[config.mk]
export PLATFORM = sky130hd
export DESIGN_NAME = bgdw_ctrl
export DESIGN_NICKNAME = d
export VERILOG_FILES = /design/src/sv/bgdw_pkg.sv /design/src/sv/bgdw_ctrl.sv
export SDC_FILE = /design/constraint.sdc
export NUM_CORES = 1
export LEC_CHECK = 0
export ABC_CLOCK_PERIOD_IN_PS = 2300
export CAP_MARGIN = 5
export CORE_MARGIN = 5
export CORE_UTILIZATION = 45
export DETAILED_ROUTE_END_ITERATION = 10
export DONT_BUFFER_PORTS = 1
export SETUP_SLACK_MARGIN = 0.05
export SLEW_MARGIN = 0
export SYNTH_ARGS = -nofsm -noshare
export SYNTH_HDL_FRONTEND = slang
export SYNTH_SLANG_ARGS = --single-unit
[constraint.sdc]
create_clock -name aclk -period 2.3 [get_ports aclk]
set_input_delay 0 -clock aclk [delete_from_list [all_inputs] [get_ports aclk]]
set_output_delay 0 -clock aclk [all_outputs]
set_load 0.01 [all_outputs]
[src/sv/bgdw_pkg.sv]
// Shared package of the bounded graph DFS walker: field widths, parameter
// defaults and the command/status structs between controller and datapath.
// Depends on nothing.
`timescale 1ns / 1ps

package bgdw_pkg;

    localparam int KMER_BITS_DEF       = 64;
    localparam int STACK_ENTRIES_DEF   = 4096;
    localparam int VISITED_ENTRIES_DEF = 1024;
    localparam int MAX_NEIGHBOURS_DEF  = 4;

    localparam int KMER_W  = 64;
    localparam int DEPTH_W = 16;
    localparam int COUNT_W = 3;
    localparam int VLIM_W  = 11;
    localparam int CFG_IDX_W  = 2;
    localparam int CFG_DATA_W = 16;
    localparam int PORT_NB    = 4;

    localparam int S_TDATA_W = 584;
    localparam int M_TDATA_W = 96;

    localparam logic OP_START     = 1'b0;
    localparam logic OP_ADJACENCY = 1'b1;

    typedef enum logic [CFG_IDX_W-1:0] {
        REG_FOLLOW_CHILDREN = 2'd0,
        REG_FOLLOW_PARENTS  = 2'd1,
        REG_DEPTH_LIMIT     = 2'd2,
        REG_VERTEX_LIMIT    = 2'd3
    } cfg_reg_t;

    typedef struct packed {
        logic load;
        logic start;
        logic pop_rd;
        logic pop_use;
        logic scan_start;
        logic scan_run;
        logic mark;
        logic slot_skip;
        logic nb_push;
        logic out_rd;
        logic out_load;
    } cmd_t;

    typedef struct packed {
        logic opcode;
        logic enabled;
        logic sp_nz;
        logic scan_done;
        logic slot_end;
        logic slot_ok;
        logic out_free;
    } sts_t;

endpackage

[src/sv/bgdw_ctrl.sv]
// Controller of the DFS walker: sequences pop, visit marking, neighbor
// scans and pushes, and result loading. Depends on bgdw_pkg.
`timescale 1ns / 1ps

module bgdw_ctrl (
    input  logic           aclk,
    input  logic           aresetn,
    input  logic           in_valid,
    output logic           in_ready,
    input  bgdw_pkg::sts_t sts,
    output bgdw_pkg::cmd_t cmd
);

    typedef enum logic [9:0] {
        ST_IDLE      = 10'b0000000001,
        ST_DECODE    = 10'b0000000010,
        ST_START     = 10'b0000000100,
        ST_POP_RD    = 10'b0000001000,
        ST_POP_USE   = 10'b0000010000,
        ST_MARK_SCAN = 10'b0000100000,
        ST_NB_CHECK  = 10'b0001000000,
        ST_NB_SCAN   = 10'b0010000000,
        ST_OUT_RD    = 10'b0100000000,
        ST_OUT_LOAD  = 10'b1000000000
    } state_t;

    state_t state_reg, state_next;

    always_ff @(posedge aclk) begin
        if (!aresetn) state_reg <= ST_IDLE;
        else          state_reg <= state_next;
    end

    always_comb begin
        state_next = state_reg;
        cmd        = '0;
        in_ready   = 1'b0;
        unique case (state_reg)
            ST_IDLE: begin
                in_ready = 1'b1;
                if (in_valid) begin
                    cmd.load   = 1'b1;
                    state_next = ST_DECODE;
                end
            end
            ST_DECODE: begin
                if (sts.opcode == bgdw_pkg::OP_START) state_next = ST_START;
                else if (sts.enabled && sts.sp_nz)    state_next = ST_POP_RD;
                else                                  state_next = ST_OUT_RD;
            end
            ST_START: begin
                cmd.start  = 1'b1;
                state_next = ST_OUT_RD;
            end
            ST_POP_RD: begin
                cmd.pop_rd = 1'b1;
                state_next = ST_POP_USE;
            end
            ST_POP_USE: begin
                cmd.pop_use = 1'b1;
                state_next  = ST_MARK_SCAN;
            end
            ST_MARK_SCAN: begin
                cmd.scan_run = 1'b1;
                if (sts.scan_done) begin
                    cmd.mark   = 1'b1;
                    state_next = ST_NB_CHECK;
                end
            end
            ST_NB_CHECK: begin
                if (sts.slot_end) begin
                    state_next = ST_OUT_RD;
                end else if (sts.slot_ok) begin
                    cmd.scan_start = 1'b1;
                    state_next     = ST_NB_SCAN;
                end else begin
                    cmd.slot_skip = 1'b1;
                end
            end
            ST_NB_SCAN: begin
                cmd.scan_run = 1'b1;
                if (sts.scan_done) begin
                    cmd.nb_push = 1'b1;
                    state_next  = ST_NB_CHECK;
                end
            end
            ST_OUT_RD: begin
                cmd.out_rd = 1'b1;
                state_next = ST_OUT_LOAD;
            end
            ST_OUT_LOAD: begin
                if (sts.out_free) begin
                    cmd.out_load = 1'b1;
                    state_next   = ST_IDLE;
                end
            end
            default: state_next = ST_IDLE;
        endcase
    end

    a_ready_idle: assert property (@(posedge aclk) disable iff (!aresetn)
        (in_valid && in_ready) |=> (state_reg == ST_DECODE))
        else $error("accepted request did not enter decode");
    a_load_free: assert property (@(posedge aclk) disable iff (!aresetn)
        cmd.out_load |-> sts.out_free)
        else $error("result loaded over a waiting result");
    a_scan_cmd: assert property (@(posedge aclk) disable iff (!aresetn)
        cmd.nb_push |=> (state_reg == ST_NB_CHECK))
        else $error("push not followed by slot check");

endmodule

==> results of run 1 <==
==> synth_stat cells (2+ instances only) <==
library cell / n / area (sq um)
inv_1: 4 / 15.01
and2_1: 3 / 18.77
o211ai_1: 2 / 15.01
and4bb_2: 2 / 25.02
nor2_1: 10 / 37.54
o21a_1: 4 / 30.03
nand3b_1: 4 / 30.03
nand2_1: 4 / 15.01
nor3_1: 2 / 10.01
buf_4: 2 / 15.01
o21ai_0: 2 / 10.01
dfxtp_1: 10 / 200.2
nand4_1: 2 / 12.51
xor2_1: 2 / 17.52
nor4_1: 3 / 18.77
nand3_1: 2 / 10.01
==> area by class of cell <==
| type | instances | area (sq um) |
|---|---|---|
| clock buffers | 4 | 36.28 |
| fillers | 143 | 644.4 |
| inverters | 4 | 15.01 |
| multi-input cells | 64 | 462.9 |
| flip-flops and latches | 10 | 200.2 |
| well taps | 16 | 20.02 |
| repair buffers | 12 | 110.1 |
==> worst max-delay path, stage by stage (launching register included) <==
cell	delay, ps
dfxtp_1	370
nor4_2	410
nand3b_1	230
nor4b_1	430
buf_4	190
==> through the flow <==
step	hold WS, ps	utilization	cells	worst slack (ps)
floorplan	78.62	-	81	469.2
global placement	92.04	0.4849	98	471.0
detailed placement	100.1	0.4849	98	365.6
CTS	17.77	0.5630	110	227.2
global route	42.51	0.5672	110	218.7
finish	16.55	0.5672	110	393.5
==> logic make-up after synthesis <==
kind of cell    after synthesis  synth area share
simple gates                 45            0.4427
compound gates               16            0.1738
flops                        10            0.2867
buf+inv                       7           0.05913
xor+xnor                      3           0.03764
==> repair_timing <==
item / in CTS / in global routing
endpoints found under the hold margin: 9 / 0
resized for setup: 0 / 1
setup endpoints to repair: 0 / 1
hold buffers: 8 / 0
==> how the worst max path moves through the flow <==
stage / start / endpoint / slack, ps / depth (start not counted)
floorplan: state_reg[0]$_SDFFE_PN1P_ / state_reg[5]$_SDFFE_PN0P_ / 470 / 4
global placement: state_reg[5]$_SDFFE_PN0P_ / state_reg[3]$_SDFFE_PN0P_ / 470 / 5
detailed placement: state_reg[1]$_SDFFE_PN0P_ / state_reg[7]$_SDFFE_PN0P_ / 370 / 5
CTS: state_reg[1]$_SDFFE_PN0P_ / cmd[7] / 230 / 4
global route: state_reg[1]$_SDFFE_PN0P_ / cmd[7] / 220 / 4
finish: state_reg[0]$_SDFFE_PN1P_ / cmd[7] / 390 / 4
==> power by group through the flow <==
stage	combinational, mW	clock, mW	sequential (mW)
after global placement	0.281	0	0.250
after global routing	0.339	0.177	0.261
after floorplan	0.204	0	0.240
final	0.306	0.160	0.256
after detailed placement	0.283	0	0.254
after CTS	0.299	0.164	0.250
==> layer usage <==
layer	up-vias	routed length, um	global-route usage
met5	-	0	0
met4	0	12	0.03930
met3	4	149	0.06116
met2	26	971	0.2811
met1	335	770	0.1878
li1	334	-	-
==> flow_summary.ini, run 1 <==
[floorplanning]
die_y_um = 49.39
die_x_um = 49.39
dieArea_sq_um = 2439
core_area_sq_um = 1489
rows = 14
pin_count = 22
floorplan.initialDensity = 0.4689

[yosys]
ys_types = 39
synth_warnings = 0
synth-main-ff-cell = dfxtp_1
synth_edf_count = 0
netlist_instances = 81
async_flop_share = 0
avgSynthCellArea_sq_um = 8.619
ys_ff_latch = 10
synth_area_sq_um = 698.2
yosysSeqAreaShare = 0.2867
syn_nets = 91

[sta]
maxSlewHeadroom = 0.6167
finalMaxSlewViolations = 0
fin_setup_tns_ps = 0
rsz0062_at_grt = false
worst_pin_slew_ps = 569.6
finalClockSkew_ps = 8.754
setup_violations = 0
post-route-min-period_ps = 1907
clock.fmax_ghz = 0.5245
hold_violations = 0
fin_crit_sh = 0.8289

[setup_path]
crit_fanout = 4
rr_worst_depth = 5
worst-endpoint-arrival_ps = 1910
end_kind = primary output
rr_endpoint = state_reg[3]$_SDFFE_PN0P_
crit_type = register to primary output
start_kind = register
ff2ff_setup_slack_ps = 400
timing.rr.start = state_reg[5]$_SDFFE_PN0P_
required_ps = 2300

[power_and_ir_drop]
p_clk_frac = 0.222
power.net_switching_uw = 288.7
powerDensity_nw_per_um2 = 854.2
netSwitchingFraction = 0.4002
intPower_uw = 432.7
p_total_uw = 721.4
comb_power_share = 0.424
p_leak_nw = 0.3213
peakVddDrop_mv = 0.5188
seq_power_share = 0.354

[global_routing]
overflow = 0
antenna_found_initial = 0
grt_pass1_wl_um = 3063
grt_pass1_vias = 649
grt_max_degree = 10
grt.total_usage = 0.1630

[clock_network]
cts_buffers = 3
clock-root-buffer = clkbuf_4
cts_tree = built
htreeDepth = 1
clkSinkCount = 10
clock_latency_ps = 270
post_cts_buffers = 0
clockBufferDepth = 2
clk_pin_slew_ps = 70

[hold_path]
holdPathEnd = state_reg[6]$_SDFFE_PN0P_
min_from = sts[1]
hold_depth = 3
hp-class = input port to register

[drt]
detail_route.vias_per_cell = 6.355
wl_um = 1903
firstDrtPassIters = 7
drtIter0Drc = 22
post-route-drc-count = 0
detail-route-antenna-nets = 0
avgRoutedWirePerCell_um = 17.30
vias = 699

[placement]
hpwl_um = 1339
placed_area_sq_um = 721.9
gp_congestion = 0.8646
io_buffers = 0

[cells_and_area]
area_growth_pct = 20.97
most-common-layout-cells = 10 x nor2_1, 10 x dfxtp_1, 8 x dlygate4sd3_1
largest_reg_flops = 10
layout.nets = 105
drive_above_1_share = 0.1809
diodes = 0
design_area_sq_um = 844.6

[job]
maxCapViolations = 0

[outcome]
status = completed
No activity file was read; power rests on OpenSTA's default activity.
==> run 2, diff against run 1 <==
--- a/config.mk
+++ b/config.mk
@@ -5,7 +5,8 @@
 export SDC_FILE = /design/constraint.sdc
 export NUM_CORES = 1
 export LEC_CHECK = 0
-export ABC_CLOCK_PERIOD_IN_PS = 2300
+export ABC_AREA = 1
+export ABC_CLOCK_PERIOD_IN_PS = 1900
 export CAP_MARGIN = 5
 export CORE_MARGIN = 5
 export CORE_UTILIZATION = 45
==> constraint.sdc (replaced) <==
create_clock -name aclk -period 1.9 [get_ports aclk]
set_input_delay 0 -clock aclk [delete_from_list [all_inputs] [get_ports aclk]]
set_output_delay 0 -clock aclk [all_outputs]
set_load 0.01 [all_outputs]
==> run 2 against run 1 <==
Effect of this change: power increased by 34%; synthesized area increased by 19%; cell area increased by 21%; wire length increased by 12%; via count increased by 29%; clock power increased by 22%; critical endpoint is now state_reg[7]$_SDFFE_PN0P_.
==> flow_summary.ini, run 2 <==
[clock_network]
clkSinkCount = 10
clk_pin_slew_ps = 70
clock-root-buffer = clkbuf_4
clock_latency_ps = 260
htreeDepth = 1
cts_buffers = 3
clockBufferDepth = 2
cts_tree = built

[power_and_ir_drop]
peakVddDrop_mv = 0.4443
intPower_uw = 533.9
p_total_uw = 963.9
powerDensity_nw_per_um2 = 941.7
comb_power_share = 0.524
seq_power_share = 0.272
netSwitchingFraction = 0.4460
p_clk_frac = 0.203
p_leak_nw = 0.5183
power.net_switching_uw = 429.9

[global_routing]
antenna_found_initial = 0
grt_pass1_vias = 766
grt.total_usage = 0.1645
grt_pass1_wl_um = 3367
overflow = 0
grt_max_degree = 11

[yosys]
synth_top_area_cell = dfxtp_1
synth_warnings = 0
yosys-top-cells-area = dfxtp_1 24%, nand2_1 14%, nor2_1 13%, inv_1 12%, nand3_1 6.6%
muxShareOfSynthArea = 0
ys_ff_latch = 10
yosysSeqAreaShare = 0.2417
synth_compound_area_frac = 0.04381
yosysMostFrequentCell = nand2_1
synth_top_family_by_area = simple AND/OR/NAND/NOR gates
yosys.area_share.simple = 0.5801
avgSynthCellArea_sq_um = 5.916
ys_types = 23
netlist_instances = 140
synth_top_area_frac = 0.2417
synthAdderAreaFrac = 0
async_flop_share = 0
synth_area_sq_um = 828.3
synth_common_cells = 30 x nand2_1, 28 x nor2_1, 27 x inv_1, 11 x nand3_1, 10 x dfxtp_1
synth-main-ff-cell = dfxtp_1
syn_nets = 150
synth_edf_count = 0
synth-xor-area-share = 0

[floorplanning]
floorplan.initialDensity = 0.4746
die_y_um = 52.90
dieArea_sq_um = 2798
rows = 15
pin_count = 22
core_area_sq_um = 1745
die_x_um = 52.90

[setup_path]
crit_fanout = 5
end_kind = register
rr_endpoint = state_reg[7]$_SDFFE_PN0P_
required_ps = 2100
timing.rr.start = state_reg[8]$_SDFFE_PN0P_
rr_worst_depth = 8
crit_type = register to register
start_kind = register
worst-endpoint-arrival_ps = 1900
ff2ff_setup_slack_ps = 200

[drt]
detail-route-antenna-nets = 0
firstDrtPassIters = 4
detail_route.vias_per_cell = 4.929
avgRoutedWirePerCell_um = 11.60
vias = 902
wl_um = 2123
post-route-drc-count = 0
drtIter0Drc = 43

[cells_and_area]
most-common-layout-cells = 29 x nand2_1, 27 x inv_1, 27 x nor2_1, 11 x nand3_1, 10 x dfxtp_1
diodes = 0
nFillCells = 173
layout.nets = 169
area_growth_pct = 23.56
largest_reg_flops = 10
drive_above_1_share = 0.2025
layout_commonest_cell = nand2_1
design_area_sq_um = 1023

[placement]
placed_area_sq_um = 867.1
hpwl_um = 1644
pre_cts_slack_ps = 468.7
io_buffers = 0
gp_congestion = 0.8331

[sta]
fin_setup_tns_ps = 0
fin_crit_sh = 0.8937
maxSlewHeadroom = 0.7814
rsz0062_at_grt = false
worst_pin_slew_ps = 325.1
hold_violations = 0
clock.fmax_ghz = 0.5889
fin_ws_ps = 201.9
finalClockSkew_ps = 2.562
finalMaxSlewViolations = 0
post-route-min-period_ps = 1698
setup_violations = 0

[hold_path]
hold_depth = 3
holdPathEnd = state_reg[9]$_SDFFE_PN0P_
min_from = sts[0]
hp-class = input port to register

[outcome]
status = completed

[job]
maxCapViolations = 0
[run 2: per-layer routing]
layer,vias up,part of all wire,GRT usage
met4,0,0.019,0.06809
li1,470,-,-
met2,24,0.49,0.2686
met3,4,0.035,0.02535
met1,404,0.46,0.2128
met5,-,0,0
[run 2: worst max-delay path by stage]
stage          cells after the start                   endpoint                      start
3_5_place_dp                      10  state_reg[5]$_SDFFE_PN0P_  state_reg[9]$_SDFFE_PN0P_
3_3_place_gp                      10  state_reg[5]$_SDFFE_PN0P_  state_reg[9]$_SDFFE_PN0P_
2_1_floorplan                      8  state_reg[0]$_SDFFE_PN1P_  state_reg[5]$_SDFFE_PN0P_
5_1_grt                            8  state_reg[7]$_SDFFE_PN0P_  state_reg[5]$_SDFFE_PN0P_
6_report                           8  state_reg[7]$_SDFFE_PN0P_  state_reg[8]$_SDFFE_PN0P_
4_1_cts                            8  state_reg[7]$_SDFFE_PN0P_  state_reg[9]$_SDFFE_PN0P_
[run 2: what timing repair did]
action,in CTS,in global routing
hold buffers,7,0
gates resized for setup,0,2
endpoints found under the setup margin,0,1
setup buffers,0,6
hold endpoints to repair,7,0
[run 2: area by class of cell]
cell class                      instances  area, sq um  share of cell area
Multi-Input combinational cell        101        521.8              0.5098
Sequential cell                        10        200.2              0.1956
Timing Repair Buffer                   14        122.6              0.1198
Inverter                               29        111.4              0.1088
Clock buffer                            4        36.28             0.03545
Tap cell                               25        31.28             0.03056
[run 2: per-stage QoR]
step,hold WS (ps),std cells,util
after floorplan,84.12,140,-
after global placement,110.9,166,0.4968
after detailed placement,111.2,166,0.4968
after CTS,1.394,177,0.5577
after global routing,35.90,183,0.5864
final,9.618,183,0.5864
[run 2: power by group through the flow]
stage,sequential [mW],clock [mW],combinational (mW)
after detailed placement,0.267,0,0.440
final,0.263,0.196,0.505
after CTS,0.262,0.199,0.453
after floorplan,0.262,0,0.362
after global routing,0.269,0.213,0.563
after global placement,0.267,0,0.438
[run 2: cells by family (layout without fill, tap and decap cells)]
group	after synthesis	count (layout)
DFF	10	10
AOI/OAI and AO/OA	6	6
and+or+nand+nor	95	95
buffers and inverters	29	47
[run 2: worst max-delay path, stage by stage, from the launching register on]
cell and delay (ps):
dfxtp_1 350, nor2_4 180, inv_4 80, nor2_4 110, nand2_1 60, inv_1 70
nand3_1 80, dlygate4sd3_1 580, a21oi_2 130
